**src/hdl/vtd_pkg.sv**
```systemverilog
`timescale 1ns / 1ps
// ----------------------------------------------------------------------------
// vtd_pkg
// Shared widths, register indexes, filter coefficients and pipeline types for
// the vertical-temporal deinterlacer.
// ----------------------------------------------------------------------------
package vtd_pkg;

  localparam int unsigned SMP_W     = 8;
  localparam int unsigned ROW_W     = 12;
  localparam int unsigned FH_W      = 13;
  localparam int unsigned NUM_ODD   = 4;
  localparam int unsigned NUM_EVEN  = 5;
  localparam int unsigned NUM_TAP   = NUM_ODD + NUM_EVEN;
  localparam int unsigned KIDX_W    = 3;
  localparam int unsigned COEF_W    = 18;
  localparam int unsigned SUM_W     = 28;
  localparam int unsigned FRAC_BITS = 16;
  localparam int unsigned NUM_PART  = 3;
  localparam int unsigned PART_LEN  = NUM_TAP / NUM_PART;

  localparam logic [SMP_W-1:0] PIX_MAX = 8'd255;

  // configuration register indexes
  localparam int unsigned CFG_IDX_W = 2;
  localparam logic [CFG_IDX_W-1:0] REG_TOP_KEPT      = 2'd0;
  localparam logic [CFG_IDX_W-1:0] REG_FILTER_SELECT = 2'd1;
  localparam logic [CFG_IDX_W-1:0] REG_FRAME_HEIGHT  = 2'd2;

  localparam int unsigned FH_RESET = 1080;

  // tap row offsets: odd taps -3..+3, then even taps -4..+4
  localparam int TAP_OFF [NUM_TAP] = '{-3, -1, 1, 3, -4, -2, 0, 2, 4};
  // half range of each tap's supplied rows
  localparam int TAP_LO  [NUM_TAP] = '{3, 3, 3, 3, 4, 4, 4, 4, 4};

  // low-frequency coefficients on odd taps, per filter_select
  localparam logic signed [COEF_W-1:0] LF_COEF [2][NUM_ODD] = '{
    '{18'sd0, 18'sd32768, 18'sd32768, 18'sd0},
    '{-18'sd1704, 18'sd34472, 18'sd34472, -18'sd1704}
  };

  // high-frequency coefficients on even taps, per filter_select
  localparam logic signed [COEF_W-1:0] HF_COEF [2][NUM_EVEN] = '{
    '{18'sd0, -18'sd4096, 18'sd8192, -18'sd4096, 18'sd0},
    '{18'sd2032, -18'sd7602, 18'sd11140, -18'sd7602, 18'sd2032}
  };

  typedef logic [NUM_ODD-1:0][SMP_W-1:0]  odd_smp_t;
  typedef logic [NUM_EVEN-1:0][SMP_W-1:0] even_smp_t;
  typedef logic [NUM_EVEN-1:0][SMP_W:0]   hf_smp_t;

  typedef struct packed {
    logic             valid;
    logic             kept;
    logic             fsel;
    logic [SMP_W-1:0] center;
  } vtd_ctl_t;

endpackage

```
**src/hdl/vertical_temporal_deinterlacer_core.sv**
```systemverilog
`timescale 1ns / 1ps
// ----------------------------------------------------------------------------
// vertical_temporal_deinterlacer_core
// Throughput: one word per cycle when the output is not stalled; five register
// stages (reflect, select, multiply, partial sum, final sum and clamp) all
// advance together.
// Output stall freezes every stage; no word is dropped or repeated.
// Reset clears all valid bits and loads top_kept=1, filter_select=0,
// frame_height=1080 (limited to MAX_ROWS).
// ----------------------------------------------------------------------------
module vertical_temporal_deinterlacer_core import vtd_pkg::*; #(
  parameter int unsigned MAX_ROWS = 4096
) (
  input  logic                 clk_i,
  input  logic                 rst_ni,
  input  logic                 cfg_we_i,
  input  logic [CFG_IDX_W-1:0] cfg_idx_i,
  input  logic [FH_W-1:0]      cfg_data_i,
  input  logic                 in_valid_i,
  output logic                 in_stall_o,
  input  logic [ROW_W-1:0]     row_i,
  input  logic [31:0]          cur_odd_taps_i,
  input  logic [39:0]          cur_even_taps_i,
  input  logic [39:0]          adj_even_taps_i,
  output logic                 out_valid_o,
  input  logic                 out_stall_i,
  output logic [SMP_W-1:0]     out_pixel_o
);

  localparam int unsigned HW      = $clog2(MAX_ROWS + 1);
  localparam int unsigned CW      = ((HW > FH_W) ? HW : FH_W) + 1;
  localparam int unsigned H_RESET = (MAX_ROWS < FH_RESET) ? MAX_ROWS : FH_RESET;

  logic          top_kept_q;
  logic          fsel_q;
  logic [HW-1:0] height_d;
  logic [HW-1:0] height_q;
  logic [CW-1:0] fh_ext;
  logic          en;

  vtd_ctl_t  ctl;
  odd_smp_t  odd_smp;
  hf_smp_t   hf_smp;

  // limit the height to 2..MAX_ROWS once, at write time
  always_comb begin
    fh_ext = CW'(cfg_data_i);
    if (fh_ext < CW'(2)) begin
      height_d = HW'(2);
    end else if (fh_ext > CW'(MAX_ROWS)) begin
      height_d = HW'(MAX_ROWS);
    end else begin
      height_d = fh_ext[HW-1:0];
    end
  end

  always_ff @(posedge clk_i or negedge rst_ni) begin
    if (!rst_ni) begin
      top_kept_q <= 1'b1;
      fsel_q     <= 1'b0;
      height_q   <= HW'(H_RESET);
    end else if (cfg_we_i) begin
      unique case (cfg_idx_i)
        REG_TOP_KEPT:      top_kept_q <= cfg_data_i[0];
        REG_FILTER_SELECT: fsel_q     <= cfg_data_i[0];
        REG_FRAME_HEIGHT:  height_q   <= height_d;
        default: ;
      endcase
    end
  end

  // hold the whole pipe while the output word waits
  assign en         = !(out_valid_o && out_stall_i);
  assign in_stall_o = !en;

  vtd_tap_sel #(
    .HW(HW)
  ) u_tap_sel (
    .clk_i      (clk_i),
    .rst_ni     (rst_ni),
    .en_i       (en),
    .valid_i    (in_valid_i),
    .row_i      (row_i),
    .odd_i      (cur_odd_taps_i),
    .cur_i      (cur_even_taps_i),
    .adj_i      (adj_even_taps_i),
    .top_kept_i (top_kept_q),
    .fsel_i     (fsel_q),
    .height_i   (height_q),
    .ctl_o      (ctl),
    .odd_smp_o  (odd_smp),
    .hf_smp_o   (hf_smp)
  );

  vtd_filter u_filter (
    .clk_i     (clk_i),
    .rst_ni    (rst_ni),
    .en_i      (en),
    .ctl_i     (ctl),
    .odd_smp_i (odd_smp),
    .hf_smp_i  (hf_smp),
    .valid_o   (out_valid_o),
    .pixel_o   (out_pixel_o)
  );

endmodule

```
**src/hdl/vtd_tap_sel.sv**
```systemverilog
`timescale 1ns / 1ps
// ----------------------------------------------------------------------------
// vtd_tap_sel
// Two pipeline stages: reflect each tap row at the plane edges into a byte
// index, then pick the samples and pre-add current and adjacent even rows.
// ----------------------------------------------------------------------------
module vtd_tap_sel import vtd_pkg::*; #(
  parameter int unsigned HW = 13
) (
  input  logic                  clk_i,
  input  logic                  rst_ni,
  input  logic                  en_i,
  input  logic                  valid_i,
  input  logic [ROW_W-1:0]      row_i,
  input  odd_smp_t              odd_i,
  input  even_smp_t             cur_i,
  input  even_smp_t             adj_i,
  input  logic                  top_kept_i,
  input  logic                  fsel_i,
  input  logic [HW-1:0]         height_i,
  output vtd_ctl_t              ctl_o,
  output odd_smp_t              odd_smp_o,
  output hf_smp_t               hf_smp_o
);

  localparam int unsigned YW = ((HW > ROW_W) ? HW : ROW_W) + 2;

  logic signed [YW-1:0] row_ext;
  logic signed [YW-1:0] h_ext;
  logic signed [YW-1:0] hm1_ext;
  logic signed [YW-1:0] hm2_ext;

  logic [NUM_TAP-1:0][KIDX_W-1:0] kidx_d;

  // stage A
  logic                           valid_a_q;
  logic                           kept_a_q;
  logic                           fsel_a_q;
  odd_smp_t                       odd_a_q;
  even_smp_t                      cur_a_q;
  even_smp_t                      adj_a_q;
  logic [NUM_TAP-1:0][KIDX_W-1:0] kidx_a_q;

  // stage B
  vtd_ctl_t  ctl_d;
  vtd_ctl_t  ctl_q;
  odd_smp_t  odd_smp_d;
  odd_smp_t  odd_smp_q;
  hf_smp_t   hf_smp_d;
  hf_smp_t   hf_smp_q;

  assign row_ext = $signed(YW'(row_i));
  assign h_ext   = $signed(YW'(height_i));
  assign hm1_ext = YW'(h_ext - 1);
  assign hm2_ext = YW'(h_ext - 2);

  // reflect in steps of two, then saturate to the supplied rows
  always_comb begin : p_reflect
    logic signed [YW-1:0] y0;
    logic signed [YW-1:0] y1;
    logic signed [YW-1:0] dd;
    logic signed [YW-1:0] dk;
    y0 = '0;
    y1 = '0;
    dd = '0;
    dk = '0;
    for (int t = 0; t < NUM_TAP; t++) begin
      y0 = YW'(row_ext + TAP_OFF[t]);
      y1 = y0;
      if (y0 < 0) begin
        y1 = YW'(y0[0]);
      end else if (y0 >= h_ext) begin
        y1 = (y0[0] ^ h_ext[0]) ? hm1_ext : hm2_ext;
      end
      dd = y1 - row_ext;
      if (dd < -TAP_LO[t]) begin
        dk = '0;
      end else if (dd > TAP_LO[t]) begin
        dk = YW'(2 * TAP_LO[t]);
      end else begin
        dk = YW'(dd + TAP_LO[t]);
      end
      kidx_d[t] = dk[KIDX_W:1];
    end
  end

  always_ff @(posedge clk_i or negedge rst_ni) begin
    if (!rst_ni) begin
      valid_a_q <= 1'b0;
    end else if (en_i) begin
      valid_a_q <= valid_i;
    end
  end

  always_ff @(posedge clk_i) begin
    if (en_i) begin
      kept_a_q <= (row_i[0] == ~top_kept_i);
      fsel_a_q <= fsel_i;
      odd_a_q  <= odd_i;
      cur_a_q  <= cur_i;
      adj_a_q  <= adj_i;
      kidx_a_q <= kidx_d;
    end
  end

  always_comb begin
    ctl_d.valid  = valid_a_q;
    ctl_d.kept   = kept_a_q;
    ctl_d.fsel   = fsel_a_q;
    ctl_d.center = cur_a_q[2];
    for (int i = 0; i < NUM_ODD; i++) begin
      odd_smp_d[i] = odd_a_q[kidx_a_q[i][1:0]];
    end
    for (int i = 0; i < NUM_EVEN; i++) begin
      hf_smp_d[i] = {1'b0, cur_a_q[kidx_a_q[NUM_ODD+i]]}
                  + {1'b0, adj_a_q[kidx_a_q[NUM_ODD+i]]};
    end
  end

  always_ff @(posedge clk_i or negedge rst_ni) begin
    if (!rst_ni) begin
      ctl_q <= '0;
    end else if (en_i) begin
      ctl_q <= ctl_d;
    end
  end

  always_ff @(posedge clk_i) begin
    if (en_i) begin
      odd_smp_q <= odd_smp_d;
      hf_smp_q  <= hf_smp_d;
    end
  end

  assign ctl_o     = ctl_q;
  assign odd_smp_o = odd_smp_q;
  assign hf_smp_o  = hf_smp_q;

endmodule

```
**src/hdl/vtd_filter.sv**
```systemverilog
`timescale 1ns / 1ps
// ----------------------------------------------------------------------------
// vtd_filter
// Three pipeline stages: coefficient products, partial sums, then the final
// sum with clamp to 0..255 (or the centre sample for kept rows).
// ----------------------------------------------------------------------------
module vtd_filter import vtd_pkg::*; (
  input  logic             clk_i,
  input  logic             rst_ni,
  input  logic             en_i,
  input  vtd_ctl_t         ctl_i,
  input  odd_smp_t         odd_smp_i,
  input  hf_smp_t          hf_smp_i,
  output logic             valid_o,
  output logic [SMP_W-1:0] pixel_o
);

  logic signed [SUM_W-1:0] prod_d [NUM_TAP];
  logic signed [SUM_W-1:0] prod_q [NUM_TAP];
  vtd_ctl_t                ctl_c_q;

  logic signed [SUM_W-1:0] part_d [NUM_PART];
  logic signed [SUM_W-1:0] part_q [NUM_PART];
  vtd_ctl_t                ctl_p_q;

  logic signed [SUM_W-1:0] sum;
  logic [SMP_W-1:0]        pixel_d;
  logic [SMP_W-1:0]        pixel_q;
  logic                    valid_q;

  always_comb begin : p_mult
    logic signed [SUM_W-1:0] a;
    logic signed [SUM_W-1:0] c;
    a = '0;
    c = '0;
    for (int i = 0; i < NUM_ODD; i++) begin
      a = SUM_W'($signed({1'b0, odd_smp_i[i]}));
      c = SUM_W'(LF_COEF[ctl_i.fsel][i]);
      prod_d[i] = a * c;
    end
    for (int i = 0; i < NUM_EVEN; i++) begin
      a = SUM_W'($signed({1'b0, hf_smp_i[i]}));
      c = SUM_W'(HF_COEF[ctl_i.fsel][i]);
      prod_d[NUM_ODD+i] = a * c;
    end
  end

  always_ff @(posedge clk_i or negedge rst_ni) begin
    if (!rst_ni) begin
      ctl_c_q <= '0;
      ctl_p_q <= '0;
      valid_q <= 1'b0;
    end else if (en_i) begin
      ctl_c_q <= ctl_i;
      ctl_p_q <= ctl_c_q;
      valid_q <= ctl_p_q.valid;
    end
  end

  always_comb begin
    for (int p = 0; p < NUM_PART; p++) begin
      part_d[p] = prod_q[PART_LEN*p] + prod_q[PART_LEN*p+1] + prod_q[PART_LEN*p+2];
    end
  end

  always_comb begin
    sum = part_q[0] + part_q[1] + part_q[2];
    if (ctl_p_q.kept) begin
      pixel_d = ctl_p_q.center;
    end else if (sum[SUM_W-1]) begin
      pixel_d = '0;
    end else if (|sum[SUM_W-2:FRAC_BITS+SMP_W]) begin
      pixel_d = PIX_MAX;
    end else begin
      pixel_d = sum[FRAC_BITS +: SMP_W];
    end
  end

  always_ff @(posedge clk_i) begin
    if (en_i) begin
      prod_q  <= prod_d;
      part_q  <= part_d;
      pixel_q <= pixel_d;
    end
  end

  assign valid_o = valid_q;
  assign pixel_o = pixel_q;

endmodule

```
**config.mk**
```make
export PLATFORM = sky130hd
export DESIGN_NAME = vertical_temporal_deinterlacer_core
export DESIGN_NICKNAME = d
export VERILOG_FILES = /design/src/hdl/vtd_pkg.sv /design/src/hdl/vertical_temporal_deinterlacer_core.sv /design/src/hdl/vtd_tap_sel.sv /design/src/hdl/vtd_filter.sv
export SDC_FILE = /design/constraint.sdc
export NUM_CORES = 2
export LEC_CHECK = 0
export BUFFER_PORTS_ARGS = -buffer_cell sky130_fd_sc_hd__buf_2
export CAP_MARGIN = 10
export CORE_AREA = 2 2 404 486
export CTS_BUF_LIST = sky130_fd_sc_hd__clkbuf_8
export CTS_CLUSTER_SIZE = 25
export DETAILED_ROUTE_END_ITERATION = 8
export DIE_AREA = 0 0 406 488
export HOLD_SLACK_MARGIN = 0.1
export RECOVER_POWER = 100
export SETUP_SLACK_MARGIN = 0.02
export SLEW_MARGIN = 20
export SYNTH_ARGS = -nofsm -noshare
export SYNTH_HDL_FRONTEND = slang
export SYNTH_SLANG_ARGS = --single-unit
```
**constraint.sdc**
```tcl
create_clock -name clk_i -period 49.8 [get_ports clk_i]
set_clock_uncertainty 0.2 [all_clocks]
set_input_delay 4.98 -clock clk_i [delete_from_list [all_inputs] [get_ports clk_i]]
set_output_delay 4.98 -clock clk_i [all_outputs]
set_load 0.01 [all_outputs]
```
==> flow_summary.yaml <==
run_status:
  status: "complete, but fails checks"
  violations: "capacitance limit, slew limit"
global_route:
  grt_pass1_wl_um: 243000
  grt_usage_pct: 15.7
  grt_max_degree: 121
  grt_pass1_vias: 44200
  overflow: 0
  antenna_found_initial: 9
timing:
  hold_viol: 0
  slew_headroom_pct: -381
  timing.fmax_mhz: 52.2
  fin_setup_tns_ns: 0
  worstMarginPinSlew_ns: 7.21
  drv_slew: 815
  rsz0062_at_grt: "no"
  period_needed_ns: 19.16
  post-route-period-util_pct: 38.5
  final-setup-viol-count: 0
cts:
  clock_path_buffers: 3
  cts.sinks: 551
  cts_setup_buffers: 0
  clkTransAtPathRegs_ns: 0.06
  cts_buffers: 93
  htree_levels: 3
  cts-root-buf: "clkbuf_8"
  cts_hold_buf: 0
  ctsResizeCount: 0
  tritoncts: "built"
  clk_latency_ns: 0.81
worst_setup_path:
  cpMostUsedCell: "clkbuf_1"
  end_kind: "flip-flop"
  path_buf_inv: 5
  slowest_stage: "clkbuf_1"
  critPathRequiredTime_ns: 49.88
  cp_cell_sequence: "clkbuf_1 > nand2_1 > clkbuf_1 > clkbuf_1 > clkbuf_1 > clkbuf_1"
  slowest_delay_ns: 5.04
  crit_family: "buffers and inverters"
  setup.worst_path.class: "in -> reg"
  cp_max_fo: 120
  worstPathArrival_ns: 19.24
  worstSetupStartpointType: "input pin"
logic_synthesis:
  synthDistinctLibCells: 93
  synthArstFlopShare_pct: 8.71
  synth_flop_cell: "edfxtp_1"
  yosysSeqAreaShare_pct: 28.3
  synth_area_leaders: "edfxtp_1 (26%), ha_1 (19%), fa_1 (12%), xnor2_1 (4.9%), inv_1 (4.4%)"
  synth_edf_count: 503
  syn-instance-count: 5682
  syn_area_mm2: 0.0577
  synth_top_area_share_pct: 26.2
  yosys_warnings: 0
  synth_top_area_cell: "edfxtp_1"
  ys_ff_latch: 551
  synth_area_per_cell_um2: 10.1
detailed_routing:
  ant_nets: 0
  via_count: 42400
  drt_iter0_markers: 2332
  post-route-drc-count: 0
  vias_per_cell: 4.97
  first_pass_iters: 6
  wl_per_cell_um: 18.3
  routed_wl_um: 156000
floorplanning:
  dieHeight_um: 488
  dieArea_mm2: 0.198
  die_w_um: 406
  row_count: 177
  io_pins: 154
  core_area_mm2: 0.193
  start_util_pct: 29.8
cells_and_area:
  fin_util_pct: 32.7
  area_delta_synth_final_pct: 9.79
  layout.nets: 7228
  design_area_mm2: 0.0633
  instances_no_fill: 8520
  drive_gt1_share_pct: 6.82
place:
  dp.cells: 8347
  dp_hpwl_um: 126000
  routabilityCongestion: 0.905
  port_buffers: 153
  placed_cell_area_mm2: 0.0616
min_path:
  hold_path_class: "reg -> reg"
flow_run:
  drv_cap: 14
-- registers in the layout, indices dropped and copies added (netlist names), 11 cells and up --
signal               flops
u_tap_sel.odd_a_q       32
height_q                13
u_tap_sel.ctl_o         11
u_tap_sel.adj_a_q       40
u_tap_sel.kidx_a_q      23
u_filter.part_q         79
u_tap_sel.odd_smp_o     32
u_tap_sel.hf_smp_o      45
u_tap_sel.cur_a_q       32
u_filter.prod_q        202
-- final timing paths --
path,depth (start not counted),start,slack (ns),end
max in group asynchronous,2,rst_ni,42.32,u_filter.ctl_p_q[0]$_DFFE_PN0N_
hold / removal,0,u_filter.prod_q[85]$_DFFE_PN_,0.22,u_filter.part_q[29]$_DFFE_PN_
min in group asynchronous,2,rst_ni,5.14,height_q[2]$_DFFE_PN0P_
setup reg to reg,5,u_filter.valid_o$_DFFE_PN0N_,34.56,u_tap_sel.odd_a_q[9]$_DFFE_PN_
setup / recovery,6,out_stall_i,30.64,u_tap_sel.odd_a_q[9]$_DFFE_PN_
hold reg to reg,0,u_filter.prod_q[85]$_DFFE_PN_,0.22,u_filter.part_q[29]$_DFFE_PN_
-- per-stage QoR --
step	setup WS, ns	hold WS (ns)
global route	29.04	0.245
detailed placement	37.21	0.207
CTS	38.03	0.221
finish	30.64	0.219
global placement	37.19	0.214
floorplan	24.24	0.200
-- synthesized netlist by cell type, drive strengths merged, types with 25 or more instances --
| library cell | count |
|---|---|
| a211oi | 39 |
| or3 | 25 |
| edfxtp | 503 |
| xor2 | 85 |
| and3 | 40 |
| a21oi | 383 |
| nand2b | 67 |
| nand2 | 236 |
| xnor2 | 324 |
| o21a | 60 |
| o21ai | 194 |
| mux4 | 33 |
| nor2b | 82 |
| inv | 684 |
| and2 | 57 |
| nand4 | 33 |
| mux2i | 175 |
| fa | 357 |
| o22ai | 83 |
| o21bai | 54 |
| mux2 | 53 |
| ha | 880 |
| a21o | 106 |
| dfrtp | 43 |
| nor3 | 92 |
| clkbuf | 108 |
| nand3 | 82 |
| nor2 | 446 |
-- placed cells by master, fill, tap and decap left out, types with 40 or more instances in the layout --
cell,n
nor3_1,91
o21ai_0,193
a21oi_1,383
and3_1,40
nand2b_1,67
nand2_1,236
buf_2,104
nand3_1,81
nor2b_1,82
mux2_2,52
mux2i_1,175
edfxtp_1,503
and2_1,47
inv_1,702
o21a_1,60
o21bai_1,54
o22ai_1,83
xor2_1,85
xnor2_1,323
clkbuf_1,66
fa_1,357
clkbuf_8,95
ha_1,880
nor2_1,446
a21o_1,106
dfrtp_1,43
-- routing by layer --
metal / up-vias / global-route usage [%] / routed length (um)
met2: 925 / 28.6 / 79200
met3: 356 / 1.76 / 5800
met4: 6 / 7.01 / 7050
met5: - / 0 / 26
met1: 20600 / 18.3 / 63700
li1: 20500 / - / -
-- final cells by class --
class	instances	area (um2)
well taps	2595	3250
repair buffers	200	993
inverters	686	2570
multi-input cells	4315	38300
flip-flops and latches	551	16300
clock buffers	95	1310
clock inverters	75	589
diodes	3	7.51
fillers	19600	130000
-- cells by family (layout without fill, tap and decap cells) --
group | count (synthesis) | in the layout | share of synthesized area [%]
XOR/XNOR | 409 | 409 | 6.21
AND/OR/NAND/NOR | 1243 | 1243 | 10.4
AO/OA/AOI/OAI | 1163 | 1163 | 12.9
flip-flops | 551 | 551 | 28.3
multiplexers | 261 | 261 | 5.37
other | 1 | 5 | 0.00650
buffers and inverters | 817 | 1056 | 5.34
adder cells (fa/ha/maj) | 1237 | 1237 | 31.5
Power is not shown: default switching activity piles up to over one toggle a cycle in this logic, so the estimate is an artifact.
